==> src/design/sha_pkg.sv <==
// Package: SHA-256 types, constants and a rotate-right function.
`default_nettype none
package sha_pkg;

    localparam int unsigned BlockBytes = 64;
    localparam int unsigned LenPos     = 56;
    localparam int unsigned Rounds     = 64;

    typedef struct packed {
        logic [7:0] message_byte;
        logic       byte_present;
        logic       end_of_message;
    } t_in_item;

    typedef struct packed {
        logic [31:0] digest_word;
        logic [2:0]  word_index;
        logic        last_word;
    } t_out_item;

    // Controller to datapath commands
    typedef struct packed {
        logic       load_byte;   // write byte into block buffer
        logic [5:0] load_pos;
        logic [7:0] load_data;
        logic       start;       // begin compression of the buffer
        logic       init_hash;   // restore initial hash
    } t_cmd;

    typedef struct packed {
        logic busy;
    } t_status;

    localparam logic [31:0] InitH [8] = '{
        32'h6a09e667, 32'hbb67ae85, 32'h3c6ef372, 32'ha54ff53a,
        32'h510e527f, 32'h9b05688c, 32'h1f83d9ab, 32'h5be0cd19
    };

    localparam logic [31:0] RoundK [64] = '{
        32'h428a2f98, 32'h71374491, 32'hb5c0fbcf, 32'he9b5dba5,
        32'h3956c25b, 32'h59f111f1, 32'h923f82a4, 32'hab1c5ed5,
        32'hd807aa98, 32'h12835b01, 32'h243185be, 32'h550c7dc3,
        32'h72be5d74, 32'h80deb1fe, 32'h9bdc06a7, 32'hc19bf174,
        32'he49b69c1, 32'hefbe4786, 32'h0fc19dc6, 32'h240ca1cc,
        32'h2de92c6f, 32'h4a7484aa, 32'h5cb0a9dc, 32'h76f988da,
        32'h983e5152, 32'ha831c66d, 32'hb00327c8, 32'hbf597fc7,
        32'hc6e00bf3, 32'hd5a79147, 32'h06ca6351, 32'h14292967,
        32'h27b70a85, 32'h2e1b2138, 32'h4d2c6dfc, 32'h53380d13,
        32'h650a7354, 32'h766a0abb, 32'h81c2c92e, 32'h92722c85,
        32'ha2bfe8a1, 32'ha81a664b, 32'hc24b8b70, 32'hc76c51a3,
        32'hd192e819, 32'hd6990624, 32'hf40e3585, 32'h106aa070,
        32'h19a4c116, 32'h1e376c08, 32'h2748774c, 32'h34b0bcb5,
        32'h391c0cb3, 32'h4ed8aa4a, 32'h5b9cca4f, 32'h682e6ff3,
        32'h748f82ee, 32'h78a5636f, 32'h84c87814, 32'h8cc70208,
        32'h90befffa, 32'ha4506ceb, 32'hbef9a3f7, 32'hc67178f2
    };

    function automatic logic [31:0] rotr(input logic [31:0] x, input int unsigned n);
        rotr = (x >> n) | (x << (32 - n));
    endfunction

endpackage
`default_nettype wire

==> src/design/sha_datapath.sv <==
// Datapath: block buffer, message schedule, round unit and hash state.
`default_nettype none
module sha_datapath (
    input  wire logic          i_clk,
    input  wire logic          i_rst_n,
    input  wire sha_pkg::t_cmd i_cmd,
    output sha_pkg::t_status   o_status,
    output logic [31:0]        o_hash [8]
);
    import sha_pkg::*;

    // r_w holds the block as sixteen big-endian words; it then shifts as the schedule
    logic [31:0] r_w   [16];
    logic [31:0] r_v   [8];
    logic [31:0] r_h   [8];
    logic [6:0]  r_round;
    logic        r_busy;
    logic        r_fold;

    logic [31:0] s0, s1, w_next, t1, t2, e, a;

    // Schedule and round logic for the current round
    always_comb begin
        s0 = rotr(r_w[1], 7) ^ rotr(r_w[1], 18) ^ (r_w[1] >> 3);
        s1 = rotr(r_w[14], 17) ^ rotr(r_w[14], 19) ^ (r_w[14] >> 10);
        w_next = s1 + r_w[9] + s0 + r_w[0];
        e = r_v[4];
        a = r_v[0];
        t1 = r_v[7] + (rotr(e, 6) ^ rotr(e, 11) ^ rotr(e, 25))
           + ((e & r_v[5]) ^ (~e & r_v[6])) + RoundK[r_round[5:0]] + r_w[0];
        t2 = (rotr(a, 2) ^ rotr(a, 13) ^ rotr(a, 22))
           + ((a & r_v[1]) ^ (a & r_v[2]) ^ (r_v[1] & r_v[2]));
    end

    // Hash init, byte load and compression sequence: one round per cycle, then fold into hash
    always_ff @(posedge i_clk) begin
        if (!i_rst_n) begin
            r_busy  <= 1'b0;
            r_fold  <= 1'b0;
            r_round <= '0;
            for (int i = 0; i < 8; i++) r_h[i] <= InitH[i];
        end else if (i_cmd.init_hash) begin
            for (int i = 0; i < 8; i++) r_h[i] <= InitH[i];
        end else if (i_cmd.start) begin
            r_busy  <= 1'b1;
            r_round <= '0;
            for (int i = 0; i < 8; i++) r_v[i] <= r_h[i];
        end else if (r_fold) begin
            r_fold <= 1'b0;
            r_busy <= 1'b0;
            for (int i = 0; i < 8; i++) r_h[i] <= r_h[i] + r_v[i];
        end else if (r_busy) begin
            for (int i = 0; i < 15; i++) r_w[i] <= r_w[i+1];
            r_w[15] <= w_next;
            r_v[7] <= r_v[6];
            r_v[6] <= r_v[5];
            r_v[5] <= r_v[4];
            r_v[4] <= r_v[3] + t1;
            r_v[3] <= r_v[2];
            r_v[2] <= r_v[1];
            r_v[1] <= r_v[0];
            r_v[0] <= t1 + t2;
            r_round <= r_round + 7'd1;
            if (r_round == 7'(Rounds - 1)) r_fold <= 1'b1;
        end else if (i_cmd.load_byte) begin
            // write the byte into its lane, first byte of a word in the top bits
            r_w[i_cmd.load_pos[5:2]][{~i_cmd.load_pos[1:0], 3'b000} +: 8] <= i_cmd.load_data;
        end
    end

    assign o_status.busy = r_busy;
    assign o_hash = r_h;
endmodule
`default_nettype wire

==> src/design/sha_ctrl.sv <==
// Controller: byte intake, padding sequencer and digest output.
`default_nettype none
module sha_ctrl (
    input  wire logic              i_clk,
    input  wire logic              i_rst_n,
    input  wire logic              i_valid,
    output logic                   o_stall,
    input  wire sha_pkg::t_in_item i_item,
    output logic                   o_valid,
    input  wire logic              i_stall,
    output sha_pkg::t_out_item     o_item,
    output sha_pkg::t_cmd          o_cmd,
    input  wire sha_pkg::t_status  i_status,
    input  wire logic [31:0]       i_hash [8]
);
    import sha_pkg::*;

    localparam logic [2:0] StIdle = 3'd0;
    localparam logic [2:0] StComp = 3'd1;
    localparam logic [2:0] StPad  = 3'd2;
    localparam logic [2:0] StLen  = 3'd3;
    localparam logic [2:0] StFin  = 3'd4;
    localparam logic [2:0] StOut  = 3'd5;

    logic [2:0]  r_state, n_state;
    logic [5:0]  r_pos, n_pos;
    logic        r_eom, n_eom;       // finish pending after compression
    logic        r_last, n_last;     // compression is the final one
    logic        r_cont, n_cont;     // padding goes on into a second block
    logic [63:0] r_len, n_len;
    logic [2:0]  r_idx, n_idx;
    logic        r_wait, n_wait;     // start command pending, issued on entry to StComp
    logic        acc;

    assign acc = i_valid && !o_stall;
    assign o_stall = (r_state != StIdle);
    assign o_valid = (r_state == StOut);
    assign o_item.digest_word = i_hash[r_idx];
    assign o_item.word_index  = r_idx;
    assign o_item.last_word   = (r_idx == 3'd7);

    // Next-state and command logic
    always_comb begin
        n_state = r_state;
        n_pos   = r_pos;
        n_eom   = r_eom;
        n_last  = r_last;
        n_cont  = r_cont;
        n_len   = r_len;
        n_idx   = r_idx;
        n_wait  = 1'b0;
        o_cmd   = '0;
        case (r_state)
            StIdle: begin
                if (acc) begin
                    if (i_item.byte_present) begin
                        o_cmd.load_byte = 1'b1;
                        o_cmd.load_pos  = r_pos;
                        o_cmd.load_data = i_item.message_byte;
                        n_pos = r_pos + 6'd1;
                        if (r_pos == 6'd63) begin
                            n_state = StComp;
                            n_wait  = 1'b1;
                            n_eom   = i_item.end_of_message;
                            n_last  = 1'b0;
                        end else if (i_item.end_of_message) begin
                            n_state = StFin;
                        end
                    end else if (i_item.end_of_message) begin
                        n_state = StFin;
                    end
                end
            end
            StComp: begin
                // start on entry, then wait for the datapath
                if (r_wait) begin
                    o_cmd.start = 1'b1;
                end else if (!i_status.busy) begin
                    if (r_last) begin
                        n_state = StOut;
                        n_idx   = '0;
                    end else begin
                        n_state = r_eom ? StFin : (r_cont ? StPad : StIdle);
                        n_eom   = 1'b0;
                    end
                end
            end
            StFin: begin
                // latch total length, write 0x80 marker
                o_cmd.load_byte = 1'b1;
                o_cmd.load_pos  = r_pos;
                o_cmd.load_data = 8'h80;
                n_pos = r_pos + 6'd1;
                n_state = StPad;
            end
            StPad: begin
                // zero fill up to the length field, or to block end
                if (r_pos == 6'(LenPos)) begin
                    n_state = StLen;
                end else if (r_pos == 6'd0 && !r_cont) begin
                    n_state = StComp;
                    n_wait  = 1'b1;
                    n_last  = 1'b0;
                    n_eom   = 1'b0;
                    n_cont  = 1'b1;
                end else begin
                    o_cmd.load_byte = 1'b1;
                    o_cmd.load_pos  = r_pos;
                    o_cmd.load_data = 8'h00;
                    n_pos = r_pos + 6'd1;
                end
            end
            StLen: begin
                // emit length bytes big-endian
                o_cmd.load_byte = 1'b1;
                o_cmd.load_pos  = r_pos;
                o_cmd.load_data = r_len[63:56];
                n_len  = {r_len[55:0], 8'd0};
                n_pos  = r_pos + 6'd1;
                n_cont = 1'b0;
                if (r_pos == 6'd63) begin
                    n_state = StComp;
                    n_wait  = 1'b1;
                    n_last  = 1'b1;
                end
            end
            StOut: begin
                if (!i_stall) begin
                    n_idx = r_idx + 3'd1;
                    if (r_idx == 3'd7) begin
                        o_cmd.init_hash = 1'b1;
                        n_state = StIdle;
                        n_pos   = '0;
                        n_last  = 1'b0;
                    end
                end
            end
            default: n_state = StIdle;
        endcase
    end

    // Bit counter kept here: full blocks only; pending bytes are added in len_cap
    logic [63:0] r_bits, n_bits;
    always_comb begin
        n_bits = r_bits;
        if (r_state == StIdle && acc && i_item.byte_present && r_pos == 6'd63) begin
            n_bits = r_bits + 64'd512;
        end
        if (r_state == StOut && !i_stall && r_idx == 3'd7) n_bits = '0;
    end

    // Length captured when the marker is written
    logic [63:0] len_cap;
    assign len_cap = r_bits + {55'd0, r_pos, 3'd0};

    always_ff @(posedge i_clk) begin
        if (!i_rst_n) begin
            r_state <= StIdle;
            r_pos   <= '0;
            r_eom   <= 1'b0;
            r_last  <= 1'b0;
            r_cont  <= 1'b0;
            r_idx   <= '0;
            r_wait  <= 1'b0;
            r_bits  <= '0;
        end else begin
            r_state <= n_state;
            r_pos   <= n_pos;
            r_eom   <= n_eom;
            r_last  <= n_last;
            r_cont  <= n_cont;
            r_idx   <= n_idx;
            r_wait  <= n_wait;
            r_bits  <= n_bits;
        end
    end

    always_ff @(posedge i_clk) begin
        if (r_state == StFin) r_len <= len_cap;
        else r_len <= n_len;
    end
endmodule
`default_nettype wire

==> src/design/sha256_hash_engine.sv <==
// Top level: SHA-256 byte-stream hash engine.
//  channel | direction | payload     | handshake
//  in      | input     | t_in_item   | i_valid / o_stall
//  out     | output    | t_out_item  | o_valid / i_stall
// The 64th byte of a block starts the one-round-per-cycle compression unit.
// End of message adds the pad fill, one or two compressions, then eight
// digest items. Reset is synchronous and restores the initial hash values.
// The input stalls while padding, compressing or emitting the digest.
`default_nettype none
module sha256_hash_engine (
    input  wire logic               i_clk,
    input  wire logic               i_rst_n,
    input  wire logic               i_valid,
    output logic                    o_stall,
    input  wire sha_pkg::t_in_item  i_item,
    output logic                    o_valid,
    input  wire logic               i_stall,
    output sha_pkg::t_out_item      o_item
);
    import sha_pkg::*;

    t_cmd        cmd;
    t_status     status;
    logic [31:0] hash [8];

    sha_ctrl u_ctrl (
        .i_clk, .i_rst_n, .i_valid, .o_stall, .i_item,
        .o_valid, .i_stall, .o_item,
        .o_cmd(cmd), .i_status(status), .i_hash(hash)
    );

    sha_datapath u_dp (
        .i_clk, .i_rst_n, .i_cmd(cmd), .o_status(status), .o_hash(hash)
    );
endmodule
`default_nettype wire

==> config.mk <==
export PLATFORM = sky130hd
export DESIGN_NAME = sha256_hash_engine
export DESIGN_NICKNAME = d
export VERILOG_FILES = /design/src/design/sha_pkg.sv /design/src/design/sha_datapath.sv /design/src/design/sha_ctrl.sv /design/src/design/sha256_hash_engine.sv
export SDC_FILE = /design/constraint.sdc
export NUM_CORES = 2
export LEC_CHECK = 0
export CORE_ASPECT_RATIO = 1.75
export CORE_MARGIN = 2
export CORE_UTILIZATION = 54
export DETAILED_ROUTE_END_ITERATION = 8
export DONT_BUFFER_PORTS = 1
export GPL_TIMING_DRIVEN = 1
export PLACE_DENSITY = 0.69
export SETUP_SLACK_MARGIN = 0.15
export SLEW_MARGIN = 10
export SYNTH_ARGS = -nofsm -noshare
export SYNTH_HDL_FRONTEND = slang
export SYNTH_SLANG_ARGS = --single-unit
==> constraint.sdc <==
create_clock -name i_clk -period 18.7 [get_ports i_clk]
set_clock_uncertainty 0.05 [all_clocks]
set_input_delay 1.87 -clock i_clk [delete_from_list [all_inputs] [get_ports i_clk]]
set_output_delay 1.87 -clock i_clk [all_outputs]
set_load 0.005 [all_outputs]
### After elaboration in Yosys (flattened, before gate mapping)

Memory sizes are Yosys's and may differ from the RTL's.
Index checks and enable logic that the tools add are counted.

| operators by class | value |
|---|---|
| $add $sub $neg | 24 |
| magnitude comparators | 2 |
| equal/unequal tests | 24 |
| shifts and indexed selects | 2 |
| multiplexer cells | 105 |
| bitwise logic cells | 41 |
| reductions and logical operators | 35 |

Operators by type and width:

| kind | number |
|---|---|
| 32-bit adder | 18 |
| 32-bit two-way mux | 15 |
| 32-bit XOR | 9 |
| 32-bit bitwise AND | 5 |
| 64-bit two-way mux | 2 |
| 32-bit binary-select mux with 3-bit select | 1 |
| 64-bit by 10-bit adder with 64-bit output (second input constant) | 1 |
| 64-bit by 9-bit adder with 64-bit output | 1 |
| 15-bit two-way mux | 4 |
| 15-bit one-hot mux with 4 select lines | 1 |
| 3-bit two-way mux | 17 |
| 1-bit two-way mux | 47 |
| 6-bit two-way mux | 6 |
| 32-bit NOT | 1 |
| 10-bit by 32-bit bitwise OR with 32-bit output | 1 |
| 13-bit by 32-bit bitwise OR with 32-bit output | 1 |
| 14-bit by 32-bit bitwise OR with 32-bit output | 1 |
| 15-bit by 32-bit bitwise OR with 32-bit output | 1 |
| 19-bit by 32-bit bitwise OR with 32-bit output | 1 |
| 21-bit by 32-bit bitwise OR with 32-bit output | 1 |
| 25-bit by 32-bit bitwise OR with 32-bit output | 1 |
| 26-bit by 32-bit bitwise OR with 32-bit output | 1 |
| 30-bit by 32-bit bitwise OR with 32-bit output | 1 |
| 7-bit by 32-bit bitwise OR with 32-bit output | 1 |
| 46 further kinds | 95 |

| word-level totals | value |
|---|---|
| register bits | 409 |
| RAM bits | 768 |
| ROM bits | 2048 |
| input bits | 14 |
| output and inout bits | 38 |
| logic and storage cells | 256 |
| memories kept | 3 |

Memory list:

| name | words | width | rd ports | clocked after memory_dff | write ports | line | source |
|---|---|---|---|---|---|---|---|
| (name not given) | 64 | 32 | 1 | 0 | 0 | sha_datapath.sv:30 | `+ ((e & r_v[5]) ^ (~e & r_v[6])) + RoundK[r_round[5:0]] + r_w[0];` |
| u_dp.r_w | 16 | 32 | 16 | 0 | 16 | sha_datapath.sv:13 | `logic [31:0] r_w [16];` |
| u_dp.r_v | 8 | 32 | 8 | 0 | 8 | sha_datapath.sv:14 | `logic [31:0] r_v [8];` |

### Depth between registers and ports, before layout

| logic depth | value |
|---|---|
| depth in word-level cells | 14 |
| depth in mapped cells | 41 |
| gate-level depth less buffers | 39 |

### Modules after synthesis

From an unflattened synthesis, not the netlist that was laid out.

| unflattened totals | value |
|---|---|
| cell total of the unflattened synthesis | 7923 |
| area total of the unflattened synthesis | 76732.3 um^2 |

By module, submodules not included:

| module | times used | cells each | area each (um^2) | sequential area each (um^2) |
|---|---|---|---|---|
| sha_datapath | 1 | 7192 | 68439.4 | 28367.2 |
| sha_ctrl | 1 | 731 | 8293.0 | 3253.1 |

### Worst setup path after synthesis

Ideal clock, no wire load.

| timing | value |
|---|---|
| path kind | input -> register |
| from | input port i_stall |
| to | memory u_dp.r_v[0][0] (enable) |
| library setup time | 0.649 ns |
| arrival time | 8.254 ns |
| data required time | 18.001 ns |
| setup slack | 9.746 ns |
| stages on the path | 5 |
| path buffers | 1 |
| cells stage by stage | nand2b_1 -> or3_1 -> clkbuf_1 -> o21a_1 -> and2_1 |

RTL lines:

| element | line | source |
|---|---|---|
| start, declared | sha256_hash_engine.sv:17 | `input wire logic i_stall,` |
| end, declared | sha_datapath.sv:14 |  |

==> impl_metrics.csv <==
group,metric,value,unit
outcome,run_status,"finished, final reports clean",
floorplan,fp.dieArea,146000,µm²
yosys,synth-edff-count,829,
yosys,synth.ff_latch_count,1165,
clock_tree,tritoncts_clock_tree,"done",
power_and_ir_drop,p_per_area,72.0,nW/µm²
detailed_routing,wire_per_inst,28.6,µm
critical_path,criticalPathCategory,"reg2reg",
detailed_routing,vias,61800,
floorplan,ios,52,
floorplan,floorplan.rows,183,
detailed_routing,drc,0,
sta,max_freq,0.0904,GHz
detailed_routing,antenna_violating_nets_post_route,0,
critical_path,buf_inv_on_cp,5,
clock_tree,clockBufferDepth,3,
detailed_routing,wl,283000,µm
sta,timing.final.crit_share,0.591,
sta,worst_slew_pin_slew,1.38,ns
global_routing,gr-usage-met2,0.682,
critical_path,cp_top_family,"compound AO/OA/AOI/OAI gates",
yosys,synth_top_flop_cell,"sky130_fd_sc_hd__edfxtp_1",
critical_path,worstSetupEndpointType,"flip-flop",
yosys,synth_seq_area_share,0.410,
global_routing,global_route.usage.total,0.386,
sta,hold_viol,0,
finish,final_nets,8530,
clock_tree,cts.hold.buffers_added,0,
detailed_routing,first_iter_violations,4798,
global_routing,number_of_global_route_vias_before_repair,62200,
flow_run,maxCapViolations,0,
placement,place_inst,9654,
global_routing,global_route_wire_length_before_repair,407000,µm
yosys,synth_async_sr_flop_share,0,
sta,final_period_minus_worst_setup_slack,11.06,ns
sta,final.setup.worst_slack,7.64,ns
power_and_ir_drop,ir_drop,0.0974,mV
finish,final_layout_size_suffix_gt1_frac,0.0875,
critical_path,required,19.17,ns
critical_path,worst_ep_arrival_time,11.52,ns
detailed_routing,avgViaCountPerCell,6.27,
global_routing,grt.met1_usage,0.367,
clock_tree,cts_sinks,1165,
yosys,post_synth_num_cell_types,102,
clock_tree,tritoncts.num_buffers,111,
placement,final_gp_congestion,1.03,
sta,final_report_max_slew_violation_count,0,
global_routing,antenna_found_initial,4,
global_routing,grt_start_max_net_pins,128,
critical_path,critPathLaunchType,"flip-flop",
sta,grt_setup_unrepaired,"no",
global_routing,grt_most_used_layer,"met2",
global_routing,globalRoute.totalOverflow,0,
floorplan,die_height,504,µm
critical_path,critPathMaxStageDelay,0.78,ns
yosys,yosysWarnings,0,
clock_tree,htree_num_levels,3,
placement,dp_worst_setup_slack,7.82,ns
global_routing,met3_usage,0.0640,
critical_path,cp_max_fo,19,
yosys,synthesis.instances,8125,
floorplan,floorplan.core_area,142000,µm²
clock_tree,clock_tree.root_cell,"sky130_fd_sc_hd__clkbuf_16",
sta,max_slew_margin,0.0746,
hold_path,type_of_the_tightest_min_delay_check,"reg2reg",
clock_tree,clk_latency,0.81,ns
clock_tree,ctsResizeCount,0,
sta,setup_violations,0,
placement,port_buffers,0,
sta,setup_tns,0,ns
power_and_ir_drop,cellLeakagePower,31.9,nW
clock_tree,postCtsSetupRepairBufs,0,
floorplan,initial_standard_cell_utilization_of_the_core,0.543,
finish,area.growth.synth_to_final,6.90,%
yosys,postSynthNetCount,8738,
critical_path,cp_slowest_cell,"sky130_fd_sc_hd__dfxtp_1",
floorplan,chipWidth,290,µm
yosys,mappedNetlistArea,77000,µm²
clock_tree,path_clk_slew,0.07,ns
placement,place.detailed.hpwl,216000,µm
yosys,syn-mean-instance-area,9.48,µm²
detailed_routing,drtPass1Iterations,6,
finish,final_std_cells_w_o_fill,9867,
-- synthesized netlist by cell type (63+ instances only) --
cell type                  instances  area, µm²
sky130_fd_sc_hd__mux2_2          213       2400
sky130_fd_sc_hd__clkbuf_1        300       1130
sky130_fd_sc_hd__xnor2_1         363       3180
sky130_fd_sc_hd__nand3_1         140        701
sky130_fd_sc_hd__a21o_1          152       1140
sky130_fd_sc_hd__nor2_1          372       1400
sky130_fd_sc_hd__o21ai_0         700       3500
sky130_fd_sc_hd__fa_1            195       3900
sky130_fd_sc_hd__nand2b_1         89        557
sky130_fd_sc_hd__edfxtp_1        829      24900
sky130_fd_sc_hd__xor2_1          239       2090
sky130_fd_sc_hd__nor2b_1          63        394
sky130_fd_sc_hd__inv_1           365       1370
sky130_fd_sc_hd__mux4_2           69       1550
sky130_fd_sc_hd__dfxtp_1         336       6730
sky130_fd_sc_hd__nor3_1           88        440
sky130_fd_sc_hd__nand2_1        1579       5930
sky130_fd_sc_hd__o211ai_1         91        683
sky130_fd_sc_hd__a21oi_1         514       2570
sky130_fd_sc_hd__o21ai_1         102        510
sky130_fd_sc_hd__ha_1            404       5050
-- stage by stage --
stage	instance area, µm²	power [mW]	utilization	hold slack (ns)
3_5_place_dp	78400	3.48	0.552	0.416
2_1_floorplan	77000	3.31	-	0.391
4_1_cts	82300	5.92	0.580	0.426
3_3_place_gp	78400	3.47	0.552	0.398
5_1_grt	82400	6.07	0.580	0.464
6_report	82400	5.93	0.580	0.420
-- worst reg2reg max path, delay by kind of cell, from the launching register on --
family | cells | cell delay (ns)
AO/OA/AOI/OAI | 19 | 4.67
buffers and inverters | 5 | 0.73
adder cells (fa/ha/maj) | 7 | 3.34
flip-flops | 1 | 0.78
XOR/XNOR | 3 | 0.54
AND/OR/NAND/NOR | 2 | 0.69
-- final timing paths --
path                                 from                            to  slack, ns  cells after the start
max          u_dp.r_round[0]$_SDFFE_PN0P_     u_dp.r_v[0][31]$_DFFE_PP_       7.64                     36
max reg2reg  u_dp.r_round[0]$_SDFFE_PN0P_     u_dp.r_v[0][31]$_DFFE_PP_       7.64                     36
min          u_dp.r_round[6]$_SDFFE_PN0P_  u_dp.r_round[6]$_SDFFE_PN0P_       0.42                      2
min reg2reg  u_dp.r_round[6]$_SDFFE_PN0P_  u_dp.r_round[6]$_SDFFE_PN0P_       0.42                      2
-- cell families (layout without fill, tap and decap cells) --
| logic type | count (synthesis) | count (layout) | synth area share |
|---|---|---|---|
| AO/OA/AOI/OAI | 1999 | 1999 | 0.155 |
| XOR/XNOR | 603 | 603 | 0.0686 |
| adder cells (fa/ha/maj) | 625 | 625 | 0.120 |
| buffers and inverters | 787 | 676 | 0.0410 |
| flip-flops | 1165 | 1165 | 0.410 |
| multiplexers | 320 | 320 | 0.0562 |
| other | 0 | 3 | 0 |
| AND/OR/NAND/NOR | 2626 | 2626 | 0.149 |
-- report_power, final --
group	leakage [nW]	internal, mW	switching, mW	total, mW
Clock	1.90	1.38	1.11	2.48
Sequential	9.81	2.77	0.0239	2.79
Combinational	20.2	0.249	0.397	0.646
-- cell type report --
| cell class | count | area [µm²] |
|---|---|---|
| multi-input combinational | 6173 | 42400 |
| tap | 1850 | 2310 |
| clock buffer | 142 | 3040 |
| fill | 12400 | 59600 |
| sequential | 1165 | 31600 |
| antenna | 3 | 7.51 |
| timing repair buffer | 98 | 748 |
| inverter | 368 | 1380 |
| clock inverter | 68 | 873 |
-- flip-flops by register name, summed over array words and instances, names as in the netlist --
signal / flops
u_ctrl.r_state: 3
u_dp.r_v: 256
u_dp.r_fold: 1
u_ctrl.r_bits: 55
u_ctrl.r_wait: 1
u_dp.r_w: 512
u_ctrl.r_idx: 3
u_ctrl.r_len: 61
u_dp.o_hash: 256
u_ctrl.r_eom: 1
u_ctrl.r_last: 1
u_dp.r_round: 7
u_ctrl.r_cont: 1
u_ctrl.r_pos: 6
u_dp.o_status: 1
-- layer usage --
| layer | vias to the layer above | part of all wire |
|---|---|---|
| li1 | 28200 | - |
| met1 | 29800 | 0.31 |
| met2 | 2650 | 0.50 |
| met3 | 1149 | 0.060 |
| met4 | 0 | 0.13 |
| met5 | - | 0 |
-- cell usage in the layout, fill, tap and decap left out, types with 16 or more instances in the layout --
master                         n
sky130_fd_sc_hd__a211oi_1     59
sky130_fd_sc_hd__nor2b_1      63
sky130_fd_sc_hd__fa_1        195
sky130_fd_sc_hd__o21a_1       57
sky130_fd_sc_hd__dfxtp_1     330
sky130_fd_sc_hd__xor2_1      239
sky130_fd_sc_hd__a21boi_0     16
sky130_fd_sc_hd__and3_1       37
sky130_fd_sc_hd__nand3_1     140
sky130_fd_sc_hd__xnor2_1     363
sky130_fd_sc_hd__nor2_2       20
sky130_fd_sc_hd__maj3_1       26
sky130_fd_sc_hd__o31ai_1      37
sky130_fd_sc_hd__clkbuf_1     18
sky130_fd_sc_hd__nand2_2      42
sky130_fd_sc_hd__o21bai_1     37
sky130_fd_sc_hd__or3_1        31
sky130_fd_sc_hd__and2_1       33
sky130_fd_sc_hd__edfxtp_1    829
sky130_fd_sc_hd__nand2_1    1576
sky130_fd_sc_hd__nor2_1      368
sky130_fd_sc_hd__clkbuf_16   112
sky130_fd_sc_hd__o21ai_1     107
sky130_fd_sc_hd__mux2_2      213
sky130_fd_sc_hd__buf_4        97
sky130_fd_sc_hd__nor3_1       88
sky130_fd_sc_hd__clkinv_2     22
sky130_fd_sc_hd__ha_1        404
sky130_fd_sc_hd__o21ai_0     695
sky130_fd_sc_hd__a21o_1      152
sky130_fd_sc_hd__inv_1       364
sky130_fd_sc_hd__a31oi_1      53
sky130_fd_sc_hd__nand2b_1     89
sky130_fd_sc_hd__bufinv_16    16
sky130_fd_sc_hd__nand4_1      36
sky130_fd_sc_hd__a21oi_1     513
sky130_fd_sc_hd__o211ai_1     91
sky130_fd_sc_hd__mux2i_1      38
sky130_fd_sc_hd__mux4_2       69
Note: power is estimated with default switching activity, not from simulation.
